## config.mk

```make
export PLATFORM = sky130hd
export DESIGN_NAME = definition_file_lexer
export DESIGN_NICKNAME = d
export VERILOG_FILES = /design/src/hw/rtl/dfl_pkg.sv /design/src/hw/rtl/definition_file_lexer.sv
export SDC_FILE = /design/constraint.sdc
export NUM_CORES = 1
export LEC_CHECK = 0
export ABC_CLOCK_PERIOD_IN_PS = 8800
export BUFFER_PORTS_ARGS = -buffer_cell sky130_fd_sc_hd__buf_2
export CORE_MARGIN = 3
export CORE_UTILIZATION = 53
export DETAILED_ROUTE_END_ITERATION = 16
export PLACE_DENSITY = 0.7
export SYNTH_ARGS = -nofsm -noshare
export SYNTH_HDL_FRONTEND = slang
export SYNTH_SLANG_ARGS = --single-unit
```

## constraint.sdc

```tcl
create_clock -name i_clk -period 8.8 [get_ports i_clk]
set_input_delay 0.44 -clock i_clk [delete_from_list [all_inputs] [get_ports i_clk]]
set_output_delay 0.44 -clock i_clk [all_outputs]
set_load 0.02 [all_outputs]
```

## src/hw/rtl/dfl_pkg.sv

```systemverilog
// Shared types, codes, character constants and word test for the definition file lexer.
`default_nettype none

package dfl_pkg;

    localparam int unsigned LINE_BITS_DEF = 16;
    localparam int unsigned COL_BITS_DEF  = 16;

    localparam int unsigned Q_DEPTH = 4;
    localparam int unsigned Q_AW    = $clog2(Q_DEPTH);

    typedef enum logic [1:0] {
        EV_CHAR  = 2'd0,
        EV_END   = 2'd1,
        EV_ERROR = 2'd2
    } t_event_kind;

    typedef enum logic [2:0] {
        TK_LITERAL = 3'd0,
        TK_QUOTED  = 3'd1,
        TK_BARE    = 3'd2,
        TK_CODE    = 3'd3,
        TK_COMMENT = 3'd4,
        TK_EOI     = 3'd5
    } t_token_kind;

    typedef enum logic [2:0] {
        ERR_NONE       = 3'd0,
        ERR_INVALID    = 3'd1,
        ERR_NO_QUOTE   = 3'd2,
        ERR_UNEXP_END  = 3'd3,
        ERR_AFTER_END  = 3'd4
    } t_error_code;

    localparam logic [7:0] CH_TAB     = 8'h09;
    localparam logic [7:0] CH_LF      = 8'h0A;
    localparam logic [7:0] CH_CR      = 8'h0D;
    localparam logic [7:0] CH_SPACE   = 8'h20;
    localparam logic [7:0] CH_DQUOTE  = 8'h22;
    localparam logic [7:0] CH_HASH    = 8'h23;
    localparam logic [7:0] CH_PERCENT = 8'h25;
    localparam logic [7:0] CH_LPAREN  = 8'h28;
    localparam logic [7:0] CH_RPAREN  = 8'h29;
    localparam logic [7:0] CH_PLUS    = 8'h2B;
    localparam logic [7:0] CH_COMMA   = 8'h2C;
    localparam logic [7:0] CH_MINUS   = 8'h2D;
    localparam logic [7:0] CH_DOT     = 8'h2E;
    localparam logic [7:0] CH_COLON   = 8'h3A;
    localparam logic [7:0] CH_SEMI    = 8'h3B;
    localparam logic [7:0] CH_LT      = 8'h3C;
    localparam logic [7:0] CH_GT      = 8'h3E;
    localparam logic [7:0] CH_LBRACK  = 8'h5B;
    localparam logic [7:0] CH_BSLASH  = 8'h5C;
    localparam logic [7:0] CH_RBRACK  = 8'h5D;
    localparam logic [7:0] CH_USCORE  = 8'h5F;
    localparam logic [7:0] CH_LC_N    = 8'h6E;
    localparam logic [7:0] CH_LC_R    = 8'h72;
    localparam logic [7:0] CH_LC_T    = 8'h74;
    localparam logic [7:0] CH_LBRACE  = 8'h7B;
    localparam logic [7:0] CH_RBRACE  = 8'h7D;

    typedef struct packed {
        t_event_kind kind;
        t_token_kind tok;
        logic [7:0]  chr;
        logic [15:0] line;
        logic [15:0] col;
        t_error_code err;
        logic        last;
    } t_event;

    function automatic logic is_word(input logic [7:0] c);
        logic w;
        begin
            w = 1'b0;
            if (c >= 8'h61 && c <= 8'h7A) w = 1'b1;
            if (c >= 8'h41 && c <= 8'h5A) w = 1'b1;
            if (c >= 8'h30 && c <= 8'h39) w = 1'b1;
            if (c == CH_USCORE || c == CH_MINUS || c == CH_PLUS || c == CH_COLON ||
                c == CH_SEMI || c == CH_DOT || c == CH_LBRACK || c == CH_RBRACK ||
                c == CH_LT || c == CH_GT) w = 1'b1;
            return w;
        end
    endfunction

endpackage

`default_nettype wire

```

## src/hw/rtl/definition_file_lexer.sv

```systemverilog
// Definition file lexer: one character per transfer in, token and error events out.
// Each input transfer carries one byte or an end-of-input marker and is decoded in the
// cycle it arrives against the registered lexer mode, line/column counters and token
// start position; its zero to three events go into a four-entry result queue that
// drains one event per cycle unless the output stalls. An item with at most one result
// does not hold the input, so such items stream at one per cycle while the output
// keeps up; an item with two or three events (a literal, a bare word closed by a
// literal or a bad byte, or an end marker that closes an open token) holds the input
// until at most one event is queued. Line and column counters saturate at all ones;
// events carry their low 16 bits. After an error the block drops every further item.
`default_nettype none

module definition_file_lexer #(
    parameter int unsigned LINE_BITS = dfl_pkg::LINE_BITS_DEF,
    parameter int unsigned COL_BITS  = dfl_pkg::COL_BITS_DEF
) (
    input  wire logic        i_clk,
    input  wire logic        i_rst_n,
    input  wire logic        i_valid,
    output logic             o_stall,
    input  wire logic [7:0]  i_byte_value,
    input  wire logic        i_end_of_input,
    output logic             o_valid,
    input  wire logic        i_stall,
    output logic [1:0]       o_event_kind,
    output logic [2:0]       o_token_kind,
    output logic [7:0]       o_char_value,
    output logic [15:0]      o_start_line,
    output logic [15:0]      o_start_col,
    output logic [2:0]       o_error_code,
    output logic             o_last
);
    import dfl_pkg::*;

    typedef enum logic [2:0] {
        M_INIT    = 3'd0,
        M_QUOTE   = 3'd1,
        M_ESC     = 3'd2,
        M_BARE    = 3'd3,
        M_CODE    = 3'd4,
        M_COMMENT = 3'd5,
        M_ENDED   = 3'd6,
        M_FAILED  = 3'd7
    } t_mode;

    typedef struct packed {
        logic [1:0] num;
        t_event     e0;
        t_event     e1;
        t_mode      mode;
        logic       mark;
    } t_scan;

    localparam int unsigned CW = Q_AW + 1;

    t_mode                r_mode, n_mode;
    logic [LINE_BITS-1:0] r_line, n_line, r_tline, n_tline;
    logic [COL_BITS-1:0]  r_col, n_col, r_tcol, n_tcol;
    t_event               r_q [Q_DEPTH];
    logic [Q_AW-1:0]      r_rd, r_wr;
    logic [CW-1:0]        r_cnt, n_cnt;

    logic                 accept, pop;
    logic [1:0]           num;
    t_event               ev [3];
    t_scan                sc;
    logic [LINE_BITS+15:0] ext_line, ext_tline;
    logic [COL_BITS+15:0]  ext_col, ext_tcol;
    logic [15:0]          line16, col16, tline16, tcol16;
    logic [7:0]           esc_c;
    t_token_kind          mode_tok;

    function automatic t_event mk_event(input t_event_kind k, input t_token_kind t,
                                        input logic [7:0] c, input logic [15:0] l,
                                        input logic [15:0] cl, input t_error_code e);
        t_event r;
        begin
            r.kind = k;
            r.tok  = t;
            r.chr  = c;
            r.line = l;
            r.col  = cl;
            r.err  = e;
            r.last = 1'b0;
            return r;
        end
    endfunction

    function automatic t_scan scan_initial(input logic [7:0] c, input logic [15:0] l,
                                           input logic [15:0] cl);
        t_scan s;
        begin
            s      = '0;
            s.mode = M_INIT;
            case (c)
                CH_DQUOTE: begin
                    s.mark = 1'b1;
                    s.mode = M_QUOTE;
                end
                CH_PERCENT: begin
                    s.mark = 1'b1;
                    s.mode = M_CODE;
                end
                CH_HASH: begin
                    s.mark = 1'b1;
                    s.mode = M_COMMENT;
                end
                CH_LPAREN, CH_RPAREN, CH_LBRACE, CH_RBRACE, CH_COMMA: begin
                    s.mark = 1'b1;
                    s.num  = 2'd2;
                    s.e0   = mk_event(EV_CHAR, TK_LITERAL, c, 16'd0, 16'd0, ERR_NONE);
                    s.e1   = mk_event(EV_END, TK_LITERAL, 8'd0, l, cl, ERR_NONE);
                end
                CH_SPACE, CH_TAB, CH_CR, CH_LF: begin
                end
                default: begin
                    if (is_word(c)) begin
                        s.mark = 1'b1;
                        s.mode = M_BARE;
                        s.num  = 2'd1;
                        s.e0   = mk_event(EV_CHAR, TK_BARE, c, 16'd0, 16'd0, ERR_NONE);
                    end else begin
                        s.mode = M_FAILED;
                        s.num  = 2'd1;
                        s.e0   = mk_event(EV_ERROR, TK_LITERAL, 8'd0, l, cl, ERR_INVALID);
                    end
                end
            endcase
            return s;
        end
    endfunction

    assign o_stall = (r_cnt > CW'(1));
    assign accept  = i_valid && !o_stall;
    assign o_valid = (r_cnt != '0);
    assign pop     = o_valid && !i_stall;

    assign o_event_kind = r_q[r_rd].kind;
    assign o_token_kind = r_q[r_rd].tok;
    assign o_char_value = r_q[r_rd].chr;
    assign o_start_line = r_q[r_rd].line;
    assign o_start_col  = r_q[r_rd].col;
    assign o_error_code = r_q[r_rd].err;
    assign o_last       = r_q[r_rd].last;

    assign ext_line  = {16'd0, n_line};
    assign ext_col   = {16'd0, n_col};
    assign ext_tline = {16'd0, r_tline};
    assign ext_tcol  = {16'd0, r_tcol};
    assign line16    = ext_line[15:0];
    assign col16     = ext_col[15:0];
    assign tline16   = ext_tline[15:0];
    assign tcol16    = ext_tcol[15:0];

    assign sc = scan_initial(i_byte_value, line16, col16);

    always_comb begin
        case (i_byte_value)
            CH_LC_T: esc_c = CH_TAB;
            CH_LC_R: esc_c = CH_CR;
            CH_LC_N: esc_c = CH_LF;
            default: esc_c = i_byte_value;
        endcase
    end

    always_comb begin
        case (r_mode)
            M_QUOTE, M_ESC: mode_tok = TK_QUOTED;
            M_BARE:         mode_tok = TK_BARE;
            M_CODE:         mode_tok = TK_CODE;
            M_COMMENT:      mode_tok = TK_COMMENT;
            default:        mode_tok = TK_LITERAL;
        endcase
    end

    always_comb begin
        n_line  = r_line;
        n_col   = r_col;
        if (r_mode != M_FAILED && r_mode != M_ENDED && !i_end_of_input) begin
            if (i_byte_value == CH_LF) begin
                if (!(&r_line)) n_line = r_line + LINE_BITS'(1);
                n_col = '0;
            end else if (!(&r_col)) begin
                n_col = r_col + COL_BITS'(1);
            end
        end
    end

    always_comb begin
        n_mode  = r_mode;
        n_tline = r_tline;
        n_tcol  = r_tcol;
        num     = 2'd0;
        ev[0]   = '0;
        ev[1]   = '0;
        ev[2]   = '0;
        case (r_mode)
            M_FAILED: begin
            end
            M_ENDED: begin
                num    = 2'd1;
                ev[0]  = mk_event(EV_ERROR, TK_LITERAL, 8'd0, line16, col16, ERR_AFTER_END);
                n_mode = M_FAILED;
            end
            default: begin
                if (i_end_of_input) begin
                    if (r_mode == M_QUOTE || r_mode == M_ESC) begin
                        num    = 2'd1;
                        ev[0]  = mk_event(EV_ERROR, TK_LITERAL, 8'd0, tline16, tcol16,
                                          ERR_UNEXP_END);
                        n_mode = M_FAILED;
                    end else begin
                        n_tline = n_line;
                        n_tcol  = n_col;
                        n_mode  = M_ENDED;
                        if (r_mode != M_INIT) begin
                            num   = 2'd2;
                            ev[0] = mk_event(EV_END, mode_tok, 8'd0, tline16, tcol16,
                                             ERR_NONE);
                            ev[1] = mk_event(EV_END, TK_EOI, 8'd0, line16, col16, ERR_NONE);
                        end else begin
                            num   = 2'd1;
                            ev[0] = mk_event(EV_END, TK_EOI, 8'd0, line16, col16, ERR_NONE);
                        end
                    end
                end else begin
                    case (r_mode)
                        M_INIT: begin
                            num    = sc.num;
                            ev[0]  = sc.e0;
                            ev[1]  = sc.e1;
                            n_mode = sc.mode;
                            if (sc.mark) begin
                                n_tline = n_line;
                                n_tcol  = n_col;
                            end
                        end
                        M_QUOTE: begin
                            if (i_byte_value == CH_BSLASH) begin
                                n_mode = M_ESC;
                            end else if (i_byte_value == CH_LF || i_byte_value == CH_CR) begin
                                num    = 2'd1;
                                ev[0]  = mk_event(EV_ERROR, TK_LITERAL, 8'd0, tline16, tcol16,
                                                  ERR_NO_QUOTE);
                                n_mode = M_FAILED;
                            end else if (i_byte_value == CH_DQUOTE) begin
                                num    = 2'd1;
                                ev[0]  = mk_event(EV_END, TK_QUOTED, 8'd0, tline16, tcol16,
                                                  ERR_NONE);
                                n_mode = M_INIT;
                            end else begin
                                num   = 2'd1;
                                ev[0] = mk_event(EV_CHAR, TK_QUOTED, i_byte_value, 16'd0,
                                                 16'd0, ERR_NONE);
                            end
                        end
                        M_ESC: begin
                            num    = 2'd1;
                            ev[0]  = mk_event(EV_CHAR, TK_QUOTED, esc_c, 16'd0, 16'd0,
                                              ERR_NONE);
                            n_mode = M_QUOTE;
                        end
                        M_BARE: begin
                            if (is_word(i_byte_value)) begin
                                num   = 2'd1;
                                ev[0] = mk_event(EV_CHAR, TK_BARE, i_byte_value, 16'd0,
                                                 16'd0, ERR_NONE);
                            end else begin
                                num    = sc.num + 2'd1;
                                ev[0]  = mk_event(EV_END, TK_BARE, 8'd0, tline16, tcol16,
                                                  ERR_NONE);
                                ev[1]  = sc.e0;
                                ev[2]  = sc.e1;
                                n_mode = sc.mode;
                                if (sc.mark) begin
                                    n_tline = n_line;
                                    n_tcol  = n_col;
                                end
                            end
                        end
                        default: begin
                            if (i_byte_value == CH_CR || i_byte_value == CH_LF) begin
                                num    = 2'd1;
                                ev[0]  = mk_event(EV_END, mode_tok, 8'd0, tline16, tcol16,
                                                  ERR_NONE);
                                n_mode = M_INIT;
                            end else begin
                                num   = 2'd1;
                                ev[0] = mk_event(EV_CHAR, mode_tok, i_byte_value, 16'd0,
                                                 16'd0, ERR_NONE);
                            end
                        end
                    endcase
                end
            end
        endcase
        for (int k = 0; k < 3; k++) begin
            ev[k].last = (num == 2'(k + 1));
        end
    end

    always_comb begin
        n_cnt = r_cnt + (accept ? CW'(num) : CW'(0)) - (pop ? CW'(1) : CW'(0));
    end

    always_ff @(posedge i_clk) begin
        if (!i_rst_n) begin
            r_mode  <= M_INIT;
            r_line  <= LINE_BITS'(1);
            r_col   <= '0;
            r_tline <= '0;
            r_tcol  <= '0;
            r_rd    <= '0;
            r_wr    <= '0;
            r_cnt   <= '0;
        end else begin
            r_cnt <= n_cnt;
            if (pop) r_rd <= r_rd + Q_AW'(1);
            if (accept) begin
                r_mode  <= n_mode;
                r_line  <= n_line;
                r_col   <= n_col;
                r_tline <= n_tline;
                r_tcol  <= n_tcol;
                r_wr    <= r_wr + Q_AW'(num);
            end
        end
    end

    always_ff @(posedge i_clk) begin
        for (int k = 0; k < 3; k++) begin
            if (accept && (2'(k) < num)) r_q[r_wr + Q_AW'(k)] <= ev[k];
        end
    end

    a_queue_bound: assert property (@(posedge i_clk) disable iff (!i_rst_n)
        r_cnt <= CW'(Q_DEPTH))
        else $error("result queue overfilled");

    a_failed_silent: assert property (@(posedge i_clk) disable iff (!i_rst_n)
        (r_mode == M_FAILED) |-> (num == 2'd0))
        else $error("events produced after failure");

    a_events_shown: assert property (@(posedge i_clk) disable iff (!i_rst_n)
        (accept && num != 2'd0) |=> o_valid)
        else $error("accepted events not presented");

    a_line_monotonic: assert property (@(posedge i_clk) disable iff (!i_rst_n)
        i_rst_n |=> (r_line >= $past(r_line)))
        else $error("line counter went backwards");

endmodule

`default_nettype wire
```

==> results.toml <==
[run_status]
outcome = "complete, no violations"

[global_routing]
grt_pass1_wl_um = 71040
grt_pass1_vias = 11940
antenna_found_initial = 0
grt_max_degree = 63
grt.total_usage = 0.2958
overflow = 0

[timing]
clock.fmax_ghz = 0.1997
max-slew-margin-rel = 0.2462
skew_ns = 0.01187
period_minus_slack_ns = 5.007
drv_slew = 0
finalCritPeriodShare = 0.5690
setup_viol = 0
grt_setup_unrepaired = "no"
worstMarginPinSlew_ns = 1.125
timing.setup.tns_ns = 0
finalHoldViolCount = 0
whs_ns = 0.3003

[worst_setup_path]
cp-start-kind = "flop"
critical_path.endpoint = "r_q[1][28]"
reg2reg_depth = 9
crit_required_ns = 8.77
critPathArrivalTime_ns = 4.97
end_kind = "flop"
crit_slowest_cell = "nand3_2"
slowest_delay_ns = 0.97
crit_buf_inv = 3
crit_path_cell_trace = "inv_1, nand2_1, o211ai_1, a31oi_1, o22a_1, inv_2, a21oi_4, buf_4, nand3_2"
cp_top_family = "simple AND/OR/NAND/NOR gates"
timing.rr.end = "r_q[1][28]"
crit_path_max_fanout = 41
reg2reg_slack_ns = 3.79
path_class = "reg -> reg"
startpoint = "r_mode[1]"
cp_num_cells = 9
r2r_start = "r_mode[1]"

[route]
drtIter0Drc = 2085
vias_per_cell = 6.733
dr.pass1.iters = 6
wl_um = 46350
vias = 13140
remaining_drc_errors = 0
routedWlPerCell_um = 23.74
ant_nets = 0

[die]
die-height_um = 173.7
io_pins = 64
fp.dieW_um = 173.7
core_region_area_sq_um = 27330
rows = 60
die_area_sq_um = 30180
initial_core_util = 0.5457

[clocking]
cts_root_buf = "clkbuf_16"
cts_made_buffers = 29
clk_pin_slew_ns = 0.06
cts_tree = "done"
cts_resized = 0
cts_max_path_buffers = 3
postCtsSetupRepairBufs = 0
cts_hold_buffers = 0
cts-htree-levels = 1
cts_sinks = 272
clock_latency_ns = 0.57

[placement]
portBuffers = 63
dp_hpwl_um = 29420
place_congestion = 0.9278

[finish]
n_antenna_cell = 0
fill_cells = 2351
drive_gt1_frac = 0.1538
area_growth_syn_to_layout_pct = 10.71
fin_nets = 1577
register_area_sq_um = 6812
postLayoutCoreUtil = 0.6041
multi_input_area_sq_um = 7495

[pwr]
power.static_leakage_nw = 5.418
power_density_nw_per_um2 = 289.1
ir_worst_vdd_v = 0.0001815

[yosys]
yosys_warnings = 0
synth_top_area_cell = "edfxtp_1"
ys_seq_area_frac = 0.4565
synthesis.nets = 1573
avgSynthCellArea_sq_um = 9.602
synth.top_cells.by_area = "edfxtp_1, dfxtp_1, mux4_2"
synth_top_area_share = 0.2739
synthTopCellsByCount = "nand2_1, nor2_1, dfxtp_1, edfxtp_1, a21oi_1"
ys_async_sr_fraction = 0
synth_cells = 1553
synth_ff_type = "edfxtp_1"
synth_area_sq_um = 14910
synth-seq-cells = 272
synth_edf_count = 136
post-synth-top-count-cell = "nand2_1"
synth.distinct_cells = 91

[flow_run]
drv_cap = 0

[worst_hold_path]
whs_path_depth = 4
min_path_type = "in -> reg"
[through the flow]
stage	setup WS, ns	power [mW]	instances	cell area, sq um
finish	3.793	4.773	1952	16510
detailed placement	3.660	3.463	1898	15490
global route	3.510	4.975	1952	16510
CTS	3.901	4.755	1952	16510
floorplan	4.794	2.943	1553	14910
global placement	3.718	3.451	1898	15490
[state kept, by name (all words and copies together), names as in the netlist, named ones only]
| register | count |
|---|---|
| r_q | 196 |
| r_col | 16 |
| r_line | 16 |
| r_tcol | 16 |
| r_tline | 16 |
| r_cnt | 3 |
| r_mode | 3 |
| r_rd | 2 |
| r_wr | 2 |
[cell usage in the layout (no fill, tap or decap), types with 7 or more instances in the layout]
master and instances:
nand2_1 171, nor2_1 143, edfxtp_1 136, dfxtp_1 134
a21oi_1 97, o22ai_1 91, nand3_1 85, buf_2 63
o21ai_0 61, mux4_2 49, nor3_1 38, buf_4 36
inv_1 31, clkbuf_16 29, a22oi_1 27, a31oi_1 23
a211oi_1 22, xnor2_1 21, o211ai_1 19, nand4_1 17
o221ai_1 14, or3_1 13, and2_1 13, mux2i_1 13
xor2_1 12, o21a_1 12, a221o_1 11, and3_1 11
nand2b_1 8, a221oi_1 8, clkbuf_1 8, nor4_1 7
[power breakdown]
part	internal, mW	switching, mW
Sequential	1.60	0.188
Clock	0.785	0.518
Combinational	0.610	1.08
Total	2.99	1.78
[metal layers]
metal  vias up  GRT usage  wire, um
met5         -          0         0
met4         0    0.08009      1190
met3        93    0.07490      5568
met2       825     0.4381     20430
met1      6296     0.4335     19160
li1       5928          -         -
[how the worst min path moves through the flow]
stage / startpoint / endpoint / slack, ns
after floorplan: r_q[3][3] / r_q[3][3] / 0.43
after global placement: r_q[3][3] / r_q[3][3] / 0.44
after detailed placement: r_q[1][3] / r_q[1][3] / 0.44
after CTS: i_stall / r_rd[0] / 0.30
after global routing: i_stall / r_rd[0] / 0.35
final: i_stall / r_rd[0] / 0.30
[cell type report]
cell class | instances | share of cell area
clock inverters | 14 | 0.01349
multi-input cells | 1120 | 0.4540
clock buffers | 40 | 0.04828
repair buffers | 99 | 0.03547
inverters | 35 | 0.007958
flip-flops and latches | 272 | 0.4126
well taps | 372 | 0.02819
[worst reg2reg max path, delay by kind of cell, from the launching register on]
kind | cells | cell delay (ns)
buf+inv | 3 | 1.20
simple gates | 2 | 1.25
flops | 1 | 0.78
compound gates | 4 | 1.14
[cells by family after synthesis]
family          synth area share
compound gates            0.2117
xor+xnor                 0.02047
fa+ha+maj               0.006377
buf+inv                  0.04682
flops                     0.4565
mux                      0.08349
simple gates              0.1747
(Power assumes the default switching activity.)
